File: src/rtl/c8ex_pkg.sv
// c8ex_pkg: shared types, command codes and execute function for the chip8 execute unit
// no dependencies; imported by every module of the block

package c8ex_pkg;

   // sizes and fixed constants
   localparam int          STACK_DEPTH_DEF = 16;
   localparam int          REG_COUNT       = 16;
   localparam int          REG_AW          = 4;
   localparam int          ADDR_W          = 12;
   localparam int          BYTE_W          = 8;
   localparam int          LEVEL_W         = 5;
   localparam logic [3:0]  FLAG_REG        = 4'hF;
   localparam logic [11:0] PC_SKIP_STEP    = 12'd2;

   // decoded instruction codes
   typedef enum logic [4:0] {
      CMD_RET      = 5'd0,
      CMD_JP       = 5'd1,
      CMD_CALL     = 5'd2,
      CMD_SE_IMM   = 5'd3,
      CMD_SNE_IMM  = 5'd4,
      CMD_SE_REG   = 5'd5,
      CMD_LD_IMM   = 5'd6,
      CMD_ADD_IMM  = 5'd7,
      CMD_LD_REG   = 5'd8,
      CMD_OR       = 5'd9,
      CMD_AND      = 5'd10,
      CMD_XOR      = 5'd11,
      CMD_ADD_REG  = 5'd12,
      CMD_SUB      = 5'd13,
      CMD_SHR      = 5'd14,
      CMD_SUBN     = 5'd15,
      CMD_SHL      = 5'd16,
      CMD_SNE_REG  = 5'd17,
      CMD_LD_INDEX = 5'd18
   } cmd_type;

   // fault codes
   typedef enum logic [1:0] {
      FAULT_NONE      = 2'd0,
      FAULT_OVERFLOW  = 2'd1,
      FAULT_UNDERFLOW = 2'd2
   } fault_type;

   // register file write port
   typedef struct packed {
      logic              en;
      logic [REG_AW-1:0] addr;
      logic [BYTE_W-1:0] data;
   } rf_write_type;

   // stack control and status
   typedef struct packed {
      logic push;
      logic pop;
   } stack_ctl_type;

   typedef struct packed {
      logic full;
      logic empty;
   } stack_sts_type;

   // outcome of the register operations
   typedef struct packed {
      logic              reg_we;
      logic [BYTE_W-1:0] reg_data;
      logic              flag_we;
      logic [BYTE_W-1:0] flag_data;
      logic              skip;
   } alu_res_type;

   // register operations; gx and gy are the values before the instruction.
   // sub, subn and shifts see register 15 after the flag write,
   // add with carry sees it before
   function automatic alu_res_type exec_alu(input cmd_type           cmd,
                                            input logic              x_is_flag,
                                            input logic              y_is_flag,
                                            input logic [BYTE_W-1:0] gx,
                                            input logic [BYTE_W-1:0] gy,
                                            input logic [BYTE_W-1:0] kk);
      alu_res_type       res;
      logic [BYTE_W:0]   sum;
      logic [BYTE_W-1:0] a0;
      logic [BYTE_W-1:0] b0;
      logic [BYTE_W-1:0] a1;
      logic [BYTE_W-1:0] b1;
      logic              f;
      res = '0;
      sum = '0;
      // operands once the flag has been cleared
      a0  = x_is_flag ? '0 : gx;
      b0  = y_is_flag ? '0 : gy;
      f   = 1'b0;
      a1  = gx;
      b1  = gy;
      unique case (cmd)
         CMD_SE_IMM:  res.skip = (gx == kk);
         CMD_SNE_IMM: res.skip = (gx != kk);
         CMD_SE_REG:  res.skip = (gx == gy);
         CMD_SNE_REG: res.skip = (gx != gy);
         CMD_LD_IMM: begin
            res.reg_we   = 1'b1;
            res.reg_data = kk;
         end
         CMD_ADD_IMM: begin
            res.reg_we   = 1'b1;
            res.reg_data = gx + kk;
         end
         CMD_LD_REG: begin
            res.reg_we   = 1'b1;
            res.reg_data = gy;
         end
         CMD_OR: begin
            res.reg_we   = 1'b1;
            res.reg_data = gx | gy;
         end
         CMD_AND: begin
            res.reg_we   = 1'b1;
            res.reg_data = gx & gy;
         end
         CMD_XOR: begin
            res.reg_we   = 1'b1;
            res.reg_data = gx ^ gy;
         end
         CMD_ADD_REG: begin
            sum           = {1'b0, gx} + {1'b0, gy};
            res.flag_we   = 1'b1;
            res.flag_data = {{(BYTE_W-1){1'b0}}, sum[BYTE_W]};
            res.reg_we    = 1'b1;
            res.reg_data  = sum[BYTE_W-1:0];
         end
         CMD_SUB: begin
            f             = (a0 > b0);
            a1            = x_is_flag ? {{(BYTE_W-1){1'b0}}, f} : gx;
            b1            = y_is_flag ? {{(BYTE_W-1){1'b0}}, f} : gy;
            res.flag_we   = 1'b1;
            res.flag_data = {{(BYTE_W-1){1'b0}}, f};
            res.reg_we    = 1'b1;
            res.reg_data  = a1 - b1;
         end
         CMD_SUBN: begin
            f             = (b0 > a0);
            a1            = x_is_flag ? {{(BYTE_W-1){1'b0}}, f} : gx;
            b1            = y_is_flag ? {{(BYTE_W-1){1'b0}}, f} : gy;
            res.flag_we   = 1'b1;
            res.flag_data = {{(BYTE_W-1){1'b0}}, f};
            res.reg_we    = 1'b1;
            res.reg_data  = b1 - a1;
         end
         CMD_SHR: begin
            f             = gx[0];
            a1            = x_is_flag ? {{(BYTE_W-1){1'b0}}, f} : gx;
            res.flag_we   = 1'b1;
            res.flag_data = {{(BYTE_W-1){1'b0}}, f};
            res.reg_we    = 1'b1;
            res.reg_data  = {1'b0, a1[BYTE_W-1:1]};
         end
         CMD_SHL: begin
            f             = gx[BYTE_W-1];
            a1            = x_is_flag ? {{(BYTE_W-1){1'b0}}, f} : gx;
            res.flag_we   = 1'b1;
            res.flag_data = {{(BYTE_W-1){1'b0}}, f};
            res.reg_we    = 1'b1;
            res.reg_data  = {a1[BYTE_W-2:0], 1'b0};
         end
         default: res = '0;
      endcase
      return res;
   endfunction

endpackage

File: src/rtl/c8ex_regfile.sv
// c8ex_regfile: general register storage for the chip8 execute unit
// depends on c8ex_pkg; registered reads with forwarding from the write port

module c8ex_regfile import c8ex_pkg::*; (
   input  logic                clock,
   input  logic                reset,
   input  logic [REG_AW-1:0]   rd_addr_x,
   input  logic [REG_AW-1:0]   rd_addr_y,
   input  rf_write_type        wr,
   output logic [BYTE_W-1:0]   rd_data_x,
   output logic [BYTE_W-1:0]   rd_data_y
);

   logic [BYTE_W-1:0]    mem [REG_COUNT];
   logic [REG_COUNT-1:0] vld_ff;
   logic [REG_COUNT-1:0] vld_in;
   logic [BYTE_W-1:0]    raw_x_ff;
   logic [BYTE_W-1:0]    raw_y_ff;
   logic                 vld_x_ff;
   logic                 vld_y_ff;
   logic                 fwd_x_ff;
   logic                 fwd_y_ff;
   logic [BYTE_W-1:0]    fwd_data_ff;

   // entry valid bits, an unwritten entry reads as zero
   always_comb begin
      vld_in = vld_ff;
      if (wr.en) begin
         vld_in[wr.addr] = 1'b1;
      end
   end

   always_ff @(posedge clock) begin
      if (reset) begin
         vld_ff <= '0;
      end else begin
         vld_ff <= vld_in;
      end
   end

   // storage array, one write and two registered reads
   always_ff @(posedge clock) begin
      if (wr.en) begin
         mem[wr.addr] <= wr.data;
      end
      raw_x_ff <= mem[rd_addr_x];
      raw_y_ff <= mem[rd_addr_y];
   end

   // read qualifiers and forwarding of a same-cycle write
   always_ff @(posedge clock) begin
      vld_x_ff    <= vld_ff[rd_addr_x];
      vld_y_ff    <= vld_ff[rd_addr_y];
      fwd_x_ff    <= wr.en && (wr.addr == rd_addr_x);
      fwd_y_ff    <= wr.en && (wr.addr == rd_addr_y);
      fwd_data_ff <= wr.data;
   end

   // read data selection
   always_comb begin
      rd_data_x = fwd_x_ff ? fwd_data_ff : (vld_x_ff ? raw_x_ff : '0);
      rd_data_y = fwd_y_ff ? fwd_data_ff : (vld_y_ff ? raw_y_ff : '0);
   end

endmodule

File: src/rtl/c8ex_stack.sv
// c8ex_stack: return address stack of the chip8 execute unit
// depends on c8ex_pkg; top entry in a register, the rest in a memory with a prefetched entry below

module c8ex_stack import c8ex_pkg::*; #(
   parameter int DEPTH = STACK_DEPTH_DEF
) (
   input  logic                              clock,
   input  logic                              reset,
   input  stack_ctl_type                     ctl,
   input  logic [ADDR_W-1:0]                 push_data,
   output logic [ADDR_W-1:0]                 top_data,
   output logic [$clog2(DEPTH+1)-1:0]        level_next,
   output stack_sts_type                     sts
);

   localparam int SP_W = $clog2(DEPTH + 1);
   localparam int AW   = $clog2(DEPTH);

   logic [ADDR_W-1:0] mem [DEPTH];
   logic [SP_W-1:0]   sp_ff;
   logic [SP_W-1:0]   sp_in;
   logic [ADDR_W-1:0] tos_ff;
   logic [ADDR_W-1:0] below_ff;
   logic [SP_W-1:0]   wr_ptr;
   logic [SP_W-1:0]   rd_ptr;
   logic              mem_we;
   logic              rd_en;

   // pointer update
   always_comb begin
      priority if (ctl.push) begin
         sp_in = sp_ff + SP_W'(1);
      end else if (ctl.pop) begin
         sp_in = sp_ff - SP_W'(1);
      end else begin
         sp_in = sp_ff;
      end
      // old top spills into the memory on a push
      wr_ptr = sp_ff - SP_W'(1);
      mem_we = ctl.push && (sp_ff != '0);
      // entry just below the new top
      rd_ptr = sp_in - SP_W'(2);
      rd_en  = (sp_in > SP_W'(1));
   end

   always_ff @(posedge clock) begin
      if (reset) begin
         sp_ff <= '0;
      end else begin
         sp_ff <= sp_in;
      end
   end

   // top of stack register
   always_ff @(posedge clock) begin
      priority if (ctl.push) begin
         tos_ff <= push_data;
      end else if (ctl.pop) begin
         tos_ff <= below_ff;
      end else begin
         tos_ff <= tos_ff;
      end
   end

   // memory and prefetch of the entry below the top
   always_ff @(posedge clock) begin
      if (mem_we) begin
         mem[wr_ptr[AW-1:0]] <= tos_ff;
      end
      priority if (ctl.push) begin
         below_ff <= tos_ff;
      end else if (rd_en) begin
         below_ff <= mem[rd_ptr[AW-1:0]];
      end else begin
         below_ff <= below_ff;
      end
   end

   assign top_data   = tos_ff;
   assign level_next = sp_in;
   assign sts.full   = (sp_ff == SP_W'(DEPTH));
   assign sts.empty  = (sp_ff == '0);

endmodule

File: src/rtl/chip8_execute_unit.sv
// chip8_execute_unit: top level of the chip8 instruction execute block
// depends on c8ex_pkg, c8ex_regfile and c8ex_stack

// One decoded instruction is taken per clock: busy never rises, so an
// instruction transfer happens at every clock edge with start high. The
// instruction is registered on entry, executed against the register file,
// program counter, index register and return stack in the following cycle,
// and its result is strobed on rsp_valid for one cycle from the result
// register behind execute. Results follow each other at the same rate and
// cannot be held off, so the receiver must take every strobed result.
// Throughput is one instruction per cycle, set by the single execute stage;
// the register file and stack memories are read ahead into registers, with
// forwarding of the write made by the instruction in execute. Faulting
// calls and returns change no state.

module chip8_execute_unit import c8ex_pkg::*; #(
   parameter int STACK_DEPTH = STACK_DEPTH_DEF
) (
   input  logic                clock,
   input  logic                reset,
   input  logic                start,
   output logic                busy,
   input  logic [4:0]          req_command,
   input  logic [3:0]          req_reg_x,
   input  logic [3:0]          req_reg_y,
   input  logic [ADDR_W-1:0]   req_immediate,
   output logic                rsp_valid,
   output logic [ADDR_W-1:0]   rsp_prog_counter,
   output logic [ADDR_W-1:0]   rsp_index_addr,
   output logic [BYTE_W-1:0]   rsp_dest_value,
   output logic [BYTE_W-1:0]   rsp_flag_value,
   output logic [LEVEL_W-1:0]  rsp_stack_level,
   output logic [1:0]          rsp_fault
);

   localparam int SP_W = $clog2(STACK_DEPTH + 1);

   logic                 valid_ff;
   cmd_type              cmd_ff;
   logic [REG_AW-1:0]    x_ff;
   logic [REG_AW-1:0]    y_ff;
   logic [ADDR_W-1:0]    imm_ff;

   logic [ADDR_W-1:0]    pc_ff;
   logic [ADDR_W-1:0]    pc_in;
   logic [ADDR_W-1:0]    index_ff;
   logic [ADDR_W-1:0]    index_in;
   logic [BYTE_W-1:0]    flag_ff;
   logic [BYTE_W-1:0]    flag_in;

   logic [BYTE_W-1:0]    rf_x;
   logic [BYTE_W-1:0]    rf_y;
   rf_write_type         rf_wr;

   stack_ctl_type        stk_ctl;
   stack_sts_type        stk_sts;
   logic [ADDR_W-1:0]    stk_top;
   logic [SP_W-1:0]      stk_level;
   logic [SP_W+LEVEL_W-1:0] level_wide;

   logic                 x_is_flag;
   logic                 y_is_flag;
   logic [BYTE_W-1:0]    gx;
   logic [BYTE_W-1:0]    gy;
   alu_res_type          alu;
   fault_type            fault_cur;
   logic [BYTE_W-1:0]    dest_after;
   logic [BYTE_W-1:0]    flag_after;

   logic                 rsp_valid_ff;
   logic [ADDR_W-1:0]    rsp_pc_ff;
   logic [ADDR_W-1:0]    rsp_index_ff;
   logic [BYTE_W-1:0]    rsp_dest_ff;
   logic [BYTE_W-1:0]    rsp_flag_ff;
   logic [LEVEL_W-1:0]   rsp_level_ff;
   fault_type            rsp_fault_ff;

   assign busy = 1'b0;

   // input register
   always_ff @(posedge clock) begin
      if (reset) begin
         valid_ff <= 1'b0;
      end else begin
         valid_ff <= start && !busy;
      end
   end

   always_ff @(posedge clock) begin
      cmd_ff <= cmd_type'(req_command);
      x_ff   <= req_reg_x;
      y_ff   <= req_reg_y;
      imm_ff <= req_immediate;
   end

   // general registers, read while the instruction enters
   c8ex_regfile u_regfile (
      .clock     (clock),
      .reset     (reset),
      .rd_addr_x (req_reg_x),
      .rd_addr_y (req_reg_y),
      .wr        (rf_wr),
      .rd_data_x (rf_x),
      .rd_data_y (rf_y)
   );

   // return stack
   c8ex_stack #(
      .DEPTH (STACK_DEPTH)
   ) u_stack (
      .clock      (clock),
      .reset      (reset),
      .ctl        (stk_ctl),
      .push_data  (pc_ff),
      .top_data   (stk_top),
      .level_next (stk_level),
      .sts        (stk_sts)
   );

   // execute stage
   always_comb begin
      x_is_flag = (x_ff == FLAG_REG);
      y_is_flag = (y_ff == FLAG_REG);
      gx        = x_is_flag ? flag_ff : rf_x;
      gy        = y_is_flag ? flag_ff : rf_y;
      alu       = exec_alu(cmd_ff, x_is_flag, y_is_flag, gx, gy, imm_ff[BYTE_W-1:0]);

      // stack operations and faults
      stk_ctl.push = valid_ff && (cmd_ff == CMD_CALL) && !stk_sts.full;
      stk_ctl.pop  = valid_ff && (cmd_ff == CMD_RET) && !stk_sts.empty;
      priority if ((cmd_ff == CMD_CALL) && stk_sts.full) begin
         fault_cur = FAULT_OVERFLOW;
      end else if ((cmd_ff == CMD_RET) && stk_sts.empty) begin
         fault_cur = FAULT_UNDERFLOW;
      end else begin
         fault_cur = FAULT_NONE;
      end

      // program counter and index
      priority if (stk_ctl.pop) begin
         pc_in = stk_top;
      end else if (stk_ctl.push || (valid_ff && (cmd_ff == CMD_JP))) begin
         pc_in = imm_ff;
      end else if (valid_ff && alu.skip) begin
         pc_in = pc_ff + PC_SKIP_STEP;
      end else begin
         pc_in = pc_ff;
      end
      index_in = (valid_ff && (cmd_ff == CMD_LD_INDEX)) ? imm_ff : index_ff;

      // register values after the flag write then the destination write
      flag_after = alu.flag_we ? alu.flag_data : flag_ff;
      if (alu.reg_we && x_is_flag) begin
         flag_after = alu.reg_data;
      end
      dest_after = alu.reg_we ? alu.reg_data : (x_is_flag ? flag_after : gx);
      flag_in    = valid_ff ? flag_after : flag_ff;

      rf_wr.en   = valid_ff && alu.reg_we && !x_is_flag;
      rf_wr.addr = x_ff;
      rf_wr.data = alu.reg_data;

      level_wide = {{LEVEL_W{1'b0}}, stk_level};
   end

   // architectural state
   always_ff @(posedge clock) begin
      if (reset) begin
         pc_ff    <= '0;
         index_ff <= '0;
         flag_ff  <= '0;
      end else begin
         pc_ff    <= pc_in;
         index_ff <= index_in;
         flag_ff  <= flag_in;
      end
   end

   // result register
   always_ff @(posedge clock) begin
      if (reset) begin
         rsp_valid_ff <= 1'b0;
      end else begin
         rsp_valid_ff <= valid_ff;
      end
   end

   always_ff @(posedge clock) begin
      if (valid_ff) begin
         rsp_pc_ff    <= pc_in;
         rsp_index_ff <= index_in;
         rsp_dest_ff  <= dest_after;
         rsp_flag_ff  <= flag_after;
         rsp_level_ff <= level_wide[LEVEL_W-1:0];
         rsp_fault_ff <= fault_cur;
      end
   end

   assign rsp_valid        = rsp_valid_ff;
   assign rsp_prog_counter = rsp_pc_ff;
   assign rsp_index_addr   = rsp_index_ff;
   assign rsp_dest_value   = rsp_dest_ff;
   assign rsp_flag_value   = rsp_flag_ff;
   assign rsp_stack_level  = rsp_level_ff;
   assign rsp_fault        = rsp_fault_ff;

endmodule

File: config.mk
export PLATFORM = sky130hd
export DESIGN_NAME = chip8_execute_unit
export DESIGN_NICKNAME = d
export VERILOG_FILES = /design/src/rtl/c8ex_pkg.sv /design/src/rtl/c8ex_regfile.sv /design/src/rtl/c8ex_stack.sv /design/src/rtl/chip8_execute_unit.sv
export SDC_FILE = /design/constraint.sdc
export NUM_CORES = 1
export LEC_CHECK = 0
export BUFFER_PORTS_ARGS = -buffer_cell sky130_fd_sc_hd__clkbuf_2
export CORE_MARGIN = 1
export CORE_UTILIZATION = 53
export DETAILED_ROUTE_END_ITERATION = 6
export PLACE_DENSITY = 0.78
export RECOVER_POWER = 50
export SLEW_MARGIN = 20
export SYNTH_ARGS = -nofsm -noshare
export SYNTH_HDL_FRONTEND = slang
export SYNTH_SLANG_ARGS = --single-unit
File: constraint.sdc
create_clock -name clock -period 5.1 [get_ports clock]
set_clock_uncertainty 0.1 [all_clocks]
set_input_delay 1.02 -clock clock [delete_from_list [all_inputs] [get_ports clock]]
set_output_delay 1.02 -clock clock [all_outputs]
set_load 0.01 [all_outputs]
==> impl_results.md <==
- Status: finished, violations left
- Failing checks: capacitance limit, slew limit
- Row cnt: 75
- Synth area leaders: edfxtp_1 51%, mux4_2 15%, dfxtp_1 9.5%
- Crit path launch type: flop
- Primary FF master, synth: edfxtp_1
- Skew-Pair Late Insertion Delay: 610 ps
- # setup viols final: 0
- DR vias: 14400
- Drt pass-1 iters: 6
- Synthesized area: between 20000 and 25000 sq um
- Max-cap viol count: 3
- Die Area: ~44000 sq um
- RSZ-0062 raised after global routing: false
- Final hold violation count: 0
- Synth warn: 0
- Detail Route Antenna Nets: 0
- Hold Path Cell Cnt: 1
- Worst vdd ir: 0.000321 V
- Initial antenna violation count: 0
- Vias in the first global route: 14500
- Slowest-stage cell, CP: buf_4
- Normalized max-slew margin: -0.620
- Sw frac: 0.213
- Worst-path clk slew: 60 ps
- Post-synthesis register bit count: 499
- # diodes: 0
- Count leader, synth: edfxtp_1
- Root Driver: clkbuf_16
- Tcrit/Tclk final: 0.948
- GP Congestion: 0.990
- First-pass GRT wire length: ~89 mm
- Residual overflow from global routing: 0
- CP Class: flop to flop
- Setup TNS: 0 ps
- Tot Pwr: 8.57 mW
- Top post-synthesis cells by count: 391 x edfxtp_1, 150 x mux4_2, 108 x dfxtp_1, 106 x nor2_1, 66 x nand2_1
- CTS tree: built
- Reg2reg path depth: 11
- EDFF count, synth: 391
- Crit path time final: 4830 ps
- HP Class: flop to flop
- # DRC: 0
- WL final: 58.2 mm
- Fmax: ~210 MHz
- Leakage power: 8.82 nW
- All-Layer GR Usage: 0.270
- Crit end category: flop
- Core area: 42200 sq um
- Initial DRC count: roughly 1500
- Syn_area_per_cell: 15.1 sq um
- Final net count: 1720
- TritonCTS buffer count: 50
- Clock Path Buffers: 3
- Combinational power share: 0.046
- Synth-to-layout area growth: 13.1%
- Die W: 210 um
- Top cell type's share of synthesized area: 0.514
- Data arrival, critical path: 5090 ps
- CP Max Fanout: 49
- Dpl hpwl: 38.2 mm
- Share of post-route cells with drive strength above 1: 0.226
- Synth area leader: edfxtp_1
- Post-Synthesis Cells: 1508
- Sequential cell area fraction in the yosys report: 0.609
- Worst Path Required: 5350 ps
- H-tree depth: 2
- Most frequent CP cell: mux4_2
- Switching Power: between 1.5 and 2 mW
- Largest stage delay, worst path: 710 ps
- Cells along the critical path: inv_1, ha_1, or3b_2, nor2_1, or3_1, clkbuf_1, a31o_4, buf_4, mux4_2, mux4_2, mux2_2
- Initial Util: 0.541
- Core Util, Final: 0.611
- Asr flop ratio synth: 0
- Largest net degree at the start of global routing: 67
- Power density cells: 332 nW/um^2
- Internal: 6.74 mW
- # IOs: 77
- Part of the power in registers: 0.519
- # port buffers: 75
- Synth unique cells: 73
- Final slew viol count: 91
- Post-DR wirelength/cell: 26.2 um
- Clk pwr share: 0.435
- Vias per cell: about 6.5
- Die height: 210 um
- Sinks on Clock Net: 499
- Least-Margin Pin Slew: 2430 ps
## flip-flops by register name (all words and copies together), names as in the netlist, 2 cells and up
register,count
cmd_ff,5
flag_ff,8
imm_ff,12
index_ff,12
pc_ff,12
rsp_dest_value,8
rsp_fault,2
rsp_flag_value,8
rsp_index_addr,12
rsp_prog_counter,12
rsp_stack_level,5
u_regfile.fwd_data_ff,8
u_regfile.mem,128
u_regfile.raw_x_ff,8
u_regfile.raw_y_ff,8
u_regfile.vld_ff,16
u_stack.below_ff,12
u_stack.mem,192
u_stack.sp_ff,5
u_stack.top_data,12
x_ff,4
y_ff,4
## what timing repair did
action,CTS,global route
buffers inserted,0,0
endpoints found under the setup margin,20,75
hold buffers,0,0
resized for setup,2,12
pin swaps,0,0
## power by group through the flow
stage               registers [mW]  logic [mW]  clock network [mW]
CTS                           4.45       0.389                3.77
detailed placement            4.54       0.386                   0
global route                  4.45       0.420                3.92
finish                        4.45       0.392                3.72
floorplan                     4.52       0.255                   0
global placement              4.53       0.380                   0
## metrics by stage
stage / instance area [sq um] / setup slack [ps] / hold WS, ps / std cells
floorplan: 22900 / 124 / 350 / 1516
global placement: 24200 / 117 / 361 / 2127
detailed placement: 24200 / -11.3 / 380 / 2127
CTS: 25900 / 85.6 / 393 / 2221
global route: 25800 / 19.9 / 395 / 2222
finish: 25800 / 265 / 389 / 2222
## cell type report
| class | instances | area (sq um) |
|---|---|---|
| timing repair buffer | 157 | 885 |
| fill | 3092 | 16400 |
| tap | 539 | 674 |
| sequential | 499 | 13900 |
| clock inverter | 26 | 315 |
| inverter | 52 | 198 |
| clock buffer | 68 | 1350 |
| multi-input combinational | 881 | 8490 |
## per-layer routing
| metal | global-route usage | vias to the layer above | routed length (um) |
|---|---|---|---|
| met5 | 0 | - | 0 |
| met4 | 0.0853 | 0 | 1860 |
| met3 | 0.0486 | 150 | 5030 |
| met2 | 0.444 | 811 | 28100 |
| met1 | 0.367 | 7226 | 23200 |
| li1 | - | 6208 | - |
## cells in the final DEF, fill, tap and decap left out, types with 12 or more instances in the layout
master	netlist	layout
xor2_1	15	14
xnor2_1	35	34
a221oi_1	14	13
nand3_1	20	20
a22oi_1	28	28
clkbuf_2	0	19
o211ai_1	12	12
o21ai_0	42	41
and2_1	23	17
nand4_1	15	15
mux4_2	150	150
dfxtp_1	108	108
clkbuf_16	0	50
nor3_1	28	28
inv_1	51	49
nor2_1	106	101
nand2_1	66	66
clkbuf_1	54	83
buf_4	2	68
mux2_2	38	34
edfxtp_1	391	391
a21oi_1	46	43
a21o_1	21	21
ha_1	47	46
## final timing paths
kind	from	to	slack [ps]
worst min-delay path	u_regfile.vld_ff[12]	u_regfile.vld_ff[12]	390
worst min register to register	u_regfile.vld_ff[12]	u_regfile.vld_ff[12]	390
worst max register to register	u_stack.sp_ff[0]	u_stack.below_ff[6]	270
worst max-delay path	u_stack.sp_ff[0]	u_stack.below_ff[6]	270
## critical path, delay by kind of cell, from the launching register on
family	cells	cell delay (ps)
adders and majority gates	1	300
DFF	1	390
buffers and inverters	3	1250
AOI/OAI and AO/OA	1	240
muxes	3	1440
and+or+nand+nor	3	780
## kinds of logic (layout without fill, tap and decap cells)
logic type	count (synthesis)	count (layout)	share of synthesized area
other	1	9	0.000164
buffers and inverters	136	303	0.0250
AO/OA/AOI/OAI	253	253	0.0769
multiplexers	197	197	0.171
flip-flops	499	499	0.609
adder cells (fa/ha/maj)	56	56	0.0315
XOR/XNOR	50	50	0.0192
AND/OR/NAND/NOR	316	316	0.0678
Note: power is estimated with default switching activity, not from simulation.
